### src/hdl/clamp_sort_dedup_cut_list_top_macros.svh
// Assertion macros used by the cut-list back end.
// Expects clk and rst to be visible at the point of use.
`ifndef CLAMP_SORT_DEDUP_CUT_LIST_TOP_MACROS_SVH
`define CLAMP_SORT_DEDUP_CUT_LIST_TOP_MACROS_SVH

// Same-cycle implication: cond implies expr.
`define CSDC_CHECK(name, cond, expr) \
  name: assert property (@(posedge clk) disable iff (rst) (cond) |-> (expr)) \
    else $error("csdc: check failed");

// Next-cycle implication: cond implies expr.
`define CSDC_CHECK_NEXT(name, cond, expr) \
  name: assert property (@(posedge clk) disable iff (rst) (cond) |=> (expr)) \
    else $error("csdc: next-cycle check failed");

`endif

### src/hdl/csdc_pkg.sv
// Types, constants and helpers for the cut-list sorter/deduplicator.
// No dependencies; imported by every module of the block.
package csdc_pkg;

  localparam int MAX_CUTS     = 32;
  localparam int VALUE_BITS   = 32;
  localparam int TOL_BITS     = 16;
  localparam int CMP_BITS     = VALUE_BITS + 1;
  localparam int CNT_BITS     = $clog2(MAX_CUTS + 1);
  localparam int CMD_DEPTH    = 4;
  localparam int CFG_IDX_BITS = 2;

  localparam logic [TOL_BITS-1:0] TOL_RESET = TOL_BITS'(7);

  typedef enum logic [CFG_IDX_BITS-1:0] {
    CFG_LOWER = 2'd0,
    CFG_UPPER = 2'd1,
    CFG_TOL   = 2'd2
  } cfg_reg_e;

  typedef logic signed [VALUE_BITS-1:0] value_t;
  typedef logic signed [CMP_BITS-1:0]   wide_t;

  typedef struct packed {
    value_t cut_value;
    logic   has_value;
    logic   list_end;
  } in_item_t;

  typedef struct packed {
    value_t out_value;
    logic   out_last;
    logic   overflowed;
  } out_item_t;

  typedef struct packed {
    value_t              lower_bound;
    value_t              upper_bound;
    logic [TOL_BITS-1:0] tolerance;
  } cfg_t;

  // Classified request handed from front to back.
  typedef struct packed {
    value_t value;
    logic   keep;
    logic   last;
  } cmd_t;

  function automatic wide_t wide_v(value_t v);
    return CMP_BITS'(v);
  endfunction

  function automatic wide_t wide_tol(logic [TOL_BITS-1:0] t);
    return CMP_BITS'(signed'({1'b0, t}));
  endfunction

endpackage

### src/hdl/csdc_front.sv
// Front end: configuration registers and in-range classification of requests.
// Depends on csdc_pkg.
module csdc_front
  import csdc_pkg::*;
(
  input  logic                    clk,
  input  logic                    rst,
  input  logic                    cfg_valid,
  output logic                    cfg_ready,
  input  logic [CFG_IDX_BITS-1:0] cfg_index,
  input  value_t                  cfg_data,
  input  logic                    push,
  output logic                    full,
  input  in_item_t                cut_item,
  output cfg_t                    cfg,
  output logic                    cmd_push,
  output cmd_t                    cmd,
  input  logic                    cmd_full
);

  cfg_t  cfg_q;
  wide_t v_w, l_w, u_w, t_w;
  logic  swap, above_l, below_u, above_u, below_l, in_window;

  assign cfg_ready = 1'b1;
  assign cfg       = cfg_q;

  always_ff @(posedge clk) begin
    if (rst) begin
      cfg_q.lower_bound <= '0;
      cfg_q.upper_bound <= '0;
      cfg_q.tolerance   <= TOL_RESET;
    end else if (cfg_valid && cfg_ready) begin
      unique case (cfg_index)
        CFG_LOWER: cfg_q.lower_bound <= cfg_data;
        CFG_UPPER: cfg_q.upper_bound <= cfg_data;
        CFG_TOL:   cfg_q.tolerance   <= cfg_data[TOL_BITS-1:0];
        default: ;
      endcase
    end
  end

  // Both bound orders are tested in parallel; the swap only selects.
  always_comb begin
    v_w       = wide_v(cut_item.cut_value);
    l_w       = wide_v(cfg_q.lower_bound);
    u_w       = wide_v(cfg_q.upper_bound);
    t_w       = wide_tol(cfg_q.tolerance);
    swap      = cfg_q.upper_bound < cfg_q.lower_bound;
    above_l   = v_w > l_w + t_w;
    below_u   = v_w < u_w - t_w;
    above_u   = v_w > u_w + t_w;
    below_l   = v_w < l_w - t_w;
    in_window = swap ? (above_u && below_l) : (above_l && below_u);
  end

  assign full      = cmd_full;
  assign cmd_push  = push && !cmd_full;
  assign cmd.value = cut_item.cut_value;
  assign cmd.keep  = cut_item.has_value && in_window;
  assign cmd.last  = cut_item.list_end;

endmodule

### src/hdl/csdc_queue.sv
// Short request queue between the front end and the sorting back end.
// Depends on csdc_pkg.
module csdc_queue
  import csdc_pkg::*;
(
  input  logic clk,
  input  logic rst,
  input  logic wr_en,
  input  cmd_t wr_data,
  output logic full,
  input  logic rd_en,
  output cmd_t rd_data,
  output logic empty
);

  localparam int PTR_BITS  = (CMD_DEPTH > 1) ? $clog2(CMD_DEPTH) : 1;
  localparam int QCNT_BITS = $clog2(CMD_DEPTH + 1);

  cmd_t                 slots [CMD_DEPTH];
  logic [PTR_BITS-1:0]  wr_ptr, rd_ptr;
  logic [QCNT_BITS-1:0] fill;
  logic                 do_wr, do_rd;

  assign full    = fill == QCNT_BITS'(CMD_DEPTH);
  assign empty   = fill == '0;
  assign do_wr   = wr_en && !full;
  assign do_rd   = rd_en && !empty;
  assign rd_data = slots[rd_ptr];

  function automatic logic [PTR_BITS-1:0] bump(logic [PTR_BITS-1:0] p);
    return (p == PTR_BITS'(CMD_DEPTH - 1)) ? '0 : p + 1'b1;
  endfunction

  always_ff @(posedge clk) begin
    if (rst) begin
      wr_ptr <= '0;
      rd_ptr <= '0;
      fill   <= '0;
    end else begin
      if (do_wr) wr_ptr <= bump(wr_ptr);
      if (do_rd) rd_ptr <= bump(rd_ptr);
      if (do_wr && !do_rd) fill <= fill + 1'b1;
      else if (do_rd && !do_wr) fill <= fill - 1'b1;
    end
  end

  always_ff @(posedge clk) begin
    if (do_wr) slots[wr_ptr] <= wr_data;
  end

endmodule

### src/hdl/csdc_back.sv
// Back end: insertion chain of compare-and-shift cells and the merged readout.
// Depends on csdc_pkg and the assertion macro header.
`include "clamp_sort_dedup_cut_list_top_macros.svh"

module csdc_back
  import csdc_pkg::*;
(
  input  logic      clk,
  input  logic      rst,
  input  cfg_t      cfg,
  input  logic      cmd_empty,
  input  cmd_t      cmd,
  output logic      cmd_pop,
  input  logic      pop,
  output logic      empty,
  output out_item_t result
);

  typedef enum logic [4:0] {
    ST_IDLE  = 5'b00001,
    ST_LO    = 5'b00010,
    ST_STORE = 5'b00100,
    ST_HI    = 5'b01000,
    ST_FLUSH = 5'b10000
  } state_t;

  state_t                state;
  logic [CNT_BITS-1:0]   count;
  logic [CNT_BITS-1:0]   left;
  logic                  ovf;
  value_t                cells [MAX_CUTS];
  value_t                pend;
  logic                  out_valid;
  out_item_t             out_data;

  value_t                lo, hi;
  logic [MAX_CUTS-1:0]   gt;
  logic                  out_free, ins, drop, skip_st, skip_hi, shift;
  logic                  out_wr;
  out_item_t             out_wr_data;

  // True when a is within tolerance of b, the last kept value.
  function automatic logic near(value_t a, value_t b, logic [TOL_BITS-1:0] t);
    wide_t wa, wb, wt;
    wa = wide_v(a);
    wb = wide_v(b);
    wt = wide_tol(t);
    return (wa <= wb + wt) && (wa >= wb - wt);
  endfunction

  assign lo = (cfg.upper_bound < cfg.lower_bound) ? cfg.upper_bound : cfg.lower_bound;
  assign hi = (cfg.upper_bound < cfg.lower_bound) ? cfg.lower_bound : cfg.upper_bound;

  assign out_free = !out_valid || pop;
  assign cmd_pop  = (state == ST_IDLE) && !cmd_empty;
  assign ins      = cmd_pop && cmd.keep && (count < CNT_BITS'(MAX_CUTS));
  assign drop     = cmd_pop && cmd.keep && (count == CNT_BITS'(MAX_CUTS));
  assign skip_st  = near(cells[0], pend, cfg.tolerance);
  assign skip_hi  = near(hi, pend, cfg.tolerance);
  assign shift    = (state == ST_STORE) && (skip_st || out_free);

  always_comb begin
    out_wr = 1'b0;
    unique case (state)
      ST_STORE: out_wr = out_free && !skip_st;
      ST_HI:    out_wr = out_free && !skip_hi;
      ST_FLUSH: out_wr = out_free;
      default:  out_wr = 1'b0;
    endcase
    out_wr_data.out_value  = pend;
    out_wr_data.out_last   = state == ST_FLUSH;
    out_wr_data.overflowed = ovf;
  end

  // Cell i is occupied below count; gt is monotone over occupied cells.
  for (genvar i = 0; i < MAX_CUTS; i++) begin : g_cell
    assign gt[i] = (CNT_BITS'(i) < count) && (cells[i] > cmd.value);

    always_ff @(posedge clk) begin
      if (shift) begin
        if (i < MAX_CUTS - 1) cells[i] <= cells[(i < MAX_CUTS - 1) ? i + 1 : i];
      end else if (ins) begin
        if (i > 0 && gt[(i > 0) ? i - 1 : 0]) begin
          cells[i] <= cells[(i > 0) ? i - 1 : 0];
        end else if (gt[i] || CNT_BITS'(i) == count) begin
          cells[i] <= cmd.value;
        end
      end
    end
  end

  always_ff @(posedge clk) begin
    if (rst) begin
      state     <= ST_IDLE;
      count     <= '0;
      left      <= '0;
      ovf       <= 1'b0;
      out_valid <= 1'b0;
    end else begin
      if (out_wr) out_valid <= 1'b1;
      else if (pop) out_valid <= 1'b0;
      unique case (state)
        ST_IDLE: begin
          if (ins) count <= count + 1'b1;
          if (drop) ovf <= 1'b1;
          if (cmd_pop && cmd.last) state <= ST_LO;
        end
        ST_LO: begin
          left  <= count;
          state <= (count == '0) ? ST_HI : ST_STORE;
        end
        ST_STORE: begin
          if (shift) begin
            left <= left - 1'b1;
            if (left == CNT_BITS'(1)) state <= ST_HI;
          end
        end
        ST_HI: begin
          if (skip_hi || out_free) state <= ST_FLUSH;
        end
        ST_FLUSH: begin
          if (out_free) begin
            count <= '0;
            ovf   <= 1'b0;
            state <= ST_IDLE;
          end
        end
        default: state <= ST_IDLE;
      endcase
    end
  end

  // pend holds the last kept value of the current run, not yet emitted.
  always_ff @(posedge clk) begin
    if (out_wr) out_data <= out_wr_data;
    if (state == ST_LO) begin
      pend <= lo;
    end else if (state == ST_STORE && out_free && !skip_st) begin
      pend <= cells[0];
    end else if (state == ST_HI && out_free && !skip_hi) begin
      pend <= hi;
    end
  end

  assign empty  = !out_valid;
  assign result = out_data;

  `CSDC_CHECK(a_ovf_only_when_full, ovf, count == CNT_BITS'(MAX_CUTS))
  `CSDC_CHECK(a_left_in_range, state == ST_STORE, left != '0 && left <= count)
  `CSDC_CHECK_NEXT(a_end_starts_run, cmd_pop && cmd.last, state == ST_LO)
  `CSDC_CHECK(a_no_pop_in_run, state != ST_IDLE, !cmd_pop)

  for (genvar k = 0; k < MAX_CUTS - 1; k++) begin : g_sorted
    `CSDC_CHECK(a_sorted, state == ST_IDLE && CNT_BITS'(k + 1) < count, cells[k] <= cells[k + 1])
  end

endmodule

### src/hdl/clamp_sort_dedup_cut_list_top.sv
// Channel     Handshake              Payload
// cut items   push / full            cut_item   (in_item_t)
// results     pop / empty            result     (out_item_t)
// config      cfg_valid / cfg_ready  cfg_index, cfg_data
//
// Outside a readout one item per cycle is classified; kept ones enter the cell chain.
// A list_end item starts a readout (lower bound, cells, upper bound, final
// flush), paced by the single result register; during it no request leaves
// the 4-deep queue, so push sees full once that fills.
// Synchronous reset sets the bounds to 0, tolerance to 7 and empties the store.
// Top level: front end, request queue, sorting back end. Depends on csdc_pkg.
module clamp_sort_dedup_cut_list_top
  import csdc_pkg::*;
(
  input  logic                    clk,
  input  logic                    rst,
  input  logic                    push,
  output logic                    full,
  input  in_item_t                cut_item,
  input  logic                    pop,
  output logic                    empty,
  output out_item_t               result,
  input  logic                    cfg_valid,
  output logic                    cfg_ready,
  input  logic [CFG_IDX_BITS-1:0] cfg_index,
  input  value_t                  cfg_data
);

  cfg_t cfg;
  cmd_t cmd_in, cmd_out;
  logic cmd_push, cmd_full, cmd_pop, cmd_empty;

  csdc_front u_front (
    .clk       (clk),
    .rst       (rst),
    .cfg_valid (cfg_valid),
    .cfg_ready (cfg_ready),
    .cfg_index (cfg_index),
    .cfg_data  (cfg_data),
    .push      (push),
    .full      (full),
    .cut_item  (cut_item),
    .cfg       (cfg),
    .cmd_push  (cmd_push),
    .cmd       (cmd_in),
    .cmd_full  (cmd_full)
  );

  csdc_queue u_queue (
    .clk     (clk),
    .rst     (rst),
    .wr_en   (cmd_push),
    .wr_data (cmd_in),
    .full    (cmd_full),
    .rd_en   (cmd_pop),
    .rd_data (cmd_out),
    .empty   (cmd_empty)
  );

  csdc_back u_back (
    .clk       (clk),
    .rst       (rst),
    .cfg       (cfg),
    .cmd_empty (cmd_empty),
    .cmd       (cmd_out),
    .cmd_pop   (cmd_pop),
    .pop       (pop),
    .empty     (empty),
    .result    (result)
  );

endmodule

### config.mk
export PLATFORM = sky130hd
export DESIGN_NAME = clamp_sort_dedup_cut_list_top
export DESIGN_NICKNAME = d
export VERILOG_FILES = /design/src/hdl/csdc_pkg.sv /design/src/hdl/csdc_front.sv /design/src/hdl/csdc_queue.sv /design/src/hdl/csdc_back.sv /design/src/hdl/clamp_sort_dedup_cut_list_top.sv
export VERILOG_INCLUDE_DIRS = /design/src /design/src/hdl
export SDC_FILE = /design/constraint.sdc
export NUM_CORES = 2
export LEC_CHECK = 0
export BUFFER_PORTS_ARGS = -buffer_cell sky130_fd_sc_hd__buf_2
export CORE_MARGIN = 2
export CORE_UTILIZATION = 50
export CTS_BUF_LIST = sky130_fd_sc_hd__clkbuf_2 sky130_fd_sc_hd__clkbuf_4 sky130_fd_sc_hd__clkbuf_8
export CTS_CLUSTER_DIAMETER = 200
export DETAILED_ROUTE_END_ITERATION = 12
export PLACE_DENSITY = 0.77
export RECOVER_POWER = 50
export SLEW_MARGIN = 20
export SYNTH_ARGS = -nofsm -noshare
export SYNTH_HDL_FRONTEND = slang
export SYNTH_SLANG_ARGS = --single-unit
### constraint.sdc
create_clock -name clk -period 14.3 [get_ports clk]
set_input_delay 1.43 -clock clk [delete_from_list [all_inputs] [get_ports clk]]
set_output_delay 1.43 -clock clk [all_outputs]
set_load 0.005 [all_outputs]
==> summary.md <==
| Metric | Value |
|---|---|
| Outcome | `finished with violations` |
| Clock transition at path regs | `60 ps` |
| CTS sink cnt | `between 1000 and 1500` |
| Min Tclk post-route | `11180 ps` |
| Synth-to-layout area growth | `8.34%` |
| Data arrival, critical path | `about 12000 ps` |
| Worst-path maximum fanout | `51` |
| Power Internal | `0.00849 W` |
| Req. time, crit path | `14940 ps` |
| Hpwl dp | `254000 um` |
| Die Y | `455 um` |
| Routability-driven placement congestion ratio | `0.993` |
| CTS Buf Count | `227` |
| Drt total wl | `339000 um` |
| Peak VDD IR | `approximately 0.12 mV` |
| Final routed DRC violation total | `0` |
| Fmax | `between 0.08 and 0.09 GHz` |
| Final nets | `10700` |
| Hold Fails Final Rpt | `0` |
| Failing checks | `capacitance limit, slew limit` |
| #FFs+latches synth | `1334` |
| Hold Crit Class | `reg2reg` |
| Syn nets | `10700` |
| # rows | `about 170` |
| Initial antenna violation count | `12` |
| Tcrit/Tclk final | `about 78%` |
| Synth cell count leaders | `mux2i_1 (1835), ha_1 (1387), edfxtp_1 (1226)` |
| Reg2Reg Setup Slack | `roughly 3100 ps` |
| Clock share of power | `24.7%` |
| Worst-Skew Late Latency | `~1100 ps` |
| Post-CTS setup buffers | `0` |
| Top cell type by total area after synthesis | `edfxtp_1` |
| Final Max Slew Viols | `912` |
| Hold path depth | `2` |
| Initial DRC count | `8922` |
| DRT Pass-1 Iters | `6` |
| Cell mode on critical path | `clkbuf_1` |
| Share of the synthesized area in the top cell type | `between 30% and 40%` |
| CTS tree | `built` |
| P_sw | `0.00611 W` |
| Setup TNS | `0 ps` |
| GRT Overall Usage | `between 30% and 40%` |
| Crit path max-delay cell type | `clkbuf_1` |
| Avg Synthesized Cell Area | `11.1 um2` |
| Synth area leaders | `edfxtp_1 (36%), mux2i_1 (18%), ha_1 (17%), a21o_1 (3.3%), a21oi_1 (2.3%)` |
| H-Tree Depth | `4` |
| Number of global-route vias before repair | `80400` |
| Post-Syn Instances | `9203` |
| Clk buf depth | `3` |
| Crit-path cells | `clkbuf_1 -> mux4_2 -> and3_1 -> nor2b_1 -> clkbuf_1 -> clkbuf_1 -> and2_0 -> nand2_1 -> mux2i_4 -> buf_4 -> a211o_2` |
| Initial Util | `a little over 50%` |
| First-pass GRT wire length | `around 500000 um` |
| CTS resizes | `0` |
| Placement Cell Area | `0.106 mm2` |
| Fin area | `0.110 mm2` |
| PortBufs | `108` |
| Sequential fraction of the synthesis area | `38.3%` |
| Worst path max stage delay | `2390 ps` |
| I/O pin cnt | `110` |
| Share of power burned in registers | `31.4%` |
| Leak pwr | `between 40 and 50 nW` |
| CP Capture Type | `flip-flop` |
| WS Path Type | `reg2reg` |
| Asr flop ratio synth | `0%` |
| Via count | `between 80000 and 90000` |
| Layout cell share with drive strength beyond 1 | `8.25%` |
| Yosys cell types | `106` |
| Worst hold slack | `483 ps` |
| Post-synth top flop | `edfxtp_1` |
| Relative slew slack | `-129%` |
| Clock skew | `65.5 ps` |
| Ys Warns | `0` |
| RSZ-0062 raised after global routing | `no` |
| Via/cell ratio | `6.61` |
| Die area | `0.207 mm2` |
| Post-route ant nets | `0` |
| Final Setup Violations | `0` |
| Hold path endpoint | `u_front.cfg[73]$_SDFFE_PP0P_` |
| Overflow after GRT | `0` |
| MaxCap Viol Count | `27` |
| Largest net degree at the start of global routing | `90` |
| Post-synth EDFFs | `1226` |
| Logic pwr share | `43.9%` |
| Most common cell in the netlist | `mux2i_1` |
| Core Box Area | `0.202 mm2` |
| Pwr/cell area | `132 mW/mm2` |
| HP Start | `u_front.cfg[73]$_SDFFE_PP0P_` |
| Die width | `455 um` |
| Synthesized area | `0.102 mm2` |
| Switching share of total power | `41.8%` |
| Critical Path Start Type | `flip-flop` |
| Reg2Reg Depth | `11` |
| Reg2reg end | `u_back.cells[0][282]$_DFFE_PP_` |
| Root Driver | `clkbuf_8` |
| Slew @ Worst Pin | `3440 ps` |
| WL per Instance | `27.9 um` |
| Hold_buf cts | `0` |
## layout by cell type, fill, tap and decap left out, types with 238 or more instances in the layout
master and n:
nand2_1 445, nand4_1 320, edfxtp_1 1226, clkbuf_8 238, a21o_1 451, a21oi_1 466
mux2i_1 1832, ha_1 1387, nor2_1 297, inv_1 312
## stage by stage
step	std cells	util, %	setup slack, ps	total power (W)
floorplan	9203	-	6500	0.00859
global placement	11700	52.3	6400	0.0106
detailed placement	11700	52.4	6180	0.0109
CTS	12100	54.6	6140	0.0145
global route	12100	54.5	2740	0.0153
finish	12100	54.5	3120	0.0146
## layer usage
metal  GRT usage (%)  share of wire (%)  vias up
met5               0             0.0068        -
met4            14.7                4.9        4
met3            5.61                8.4      881
met2            52.5                 47     3911
met1            40.9                 40    39700
li1                -                  -    35700
## power by group through the flow
stage                     Sequential (W)  Combinational, W  Clock (W)
after floorplan                  0.00454           0.00405          0
after global placement           0.00466           0.00589          0
after detailed placement         0.00466           0.00621          0
after CTS                        0.00458           0.00626    0.00362
after global routing             0.00459           0.00696    0.00378
final                            0.00458           0.00641    0.00361
## cells by family (layout without fill, tap and decap cells)
logic type      Yosys count  after routing  share of synthesized area [%]
simple gates           1788           1788                           9.00
fa+ha+maj              1394           1394                           17.2
xor+xnor                180            180                           1.55
buf+inv                 799           1054                           3.21
mux                    1876           1876                           18.5
other cells               1              8                        0.00368
compound gates         1831           1831                           12.2
flops                  1334           1334                           38.3
## worst max-delay path, delay by kind of cell (launching register included)
family / cells / cell delay [ps]
buffers and inverters: 4 / 5950
multiplexers: 2 / 820
AO/OA/AOI/OAI: 1 / 660
flip-flops: 1 / 810
AND/OR/NAND/NOR: 4 / 2420
## state kept, by name (all words and copies together) (netlist names), named ones only
| register | count |
|---|---|
| u_queue.slots | 136 |
| u_back.ovf | 1 |
| u_back.cells | 1024 |
| u_back.state | 5 |
| u_back.result | 34 |
| u_front.cfg | 80 |
| u_queue.fill | 3 |
| u_back.out_valid | 1 |
| u_queue.rd_ptr | 2 |
| u_back.left | 6 |
| u_back.count | 6 |
| u_queue.wr_ptr | 2 |
| u_back.pend | 32 |
## worst max-delay path by stage
stage / startpoint / end / slack, ps / depth (start not counted)
after global routing: flip-flop / u_back.cells[1][460]$_DFFE_PP_ / 2740 / 20
final: flip-flop / u_back.cells[0][282]$_DFFE_PP_ / 3120 / 11
after CTS: u_front.cfg[1]$_SDFFE_PP1P_ / u_back.cells[1][13]$_DFFE_PP_ / 6140 / 27
after floorplan: flip-flop / u_back.cells[0][100]$_DFFE_PP_ / 6500 / 19
after detailed placement: u_front.cfg[1]$_SDFFE_PP1P_ / u_back.cells[1][17]$_DFFE_PP_ / 6180 / 27
after global placement: u_front.cfg[1]$_SDFFE_PP1P_ / u_back.cells[1][17]$_DFFE_PP_ / 6400 / 27
## layout make-up
class / count / area (um2)
fillers: 17000 / 92100
well taps: 2672 / 3340
multi-input cells: 7070 / 60200
clock buffers: 303 / 3760
flip-flops and latches: 1334 / 39000
diodes: 7 / 17.5
inverters: 318 / 1190
clock inverters: 126 / 818
repair buffers: 307 / 1950
Power figures use the tool's default switching activity.
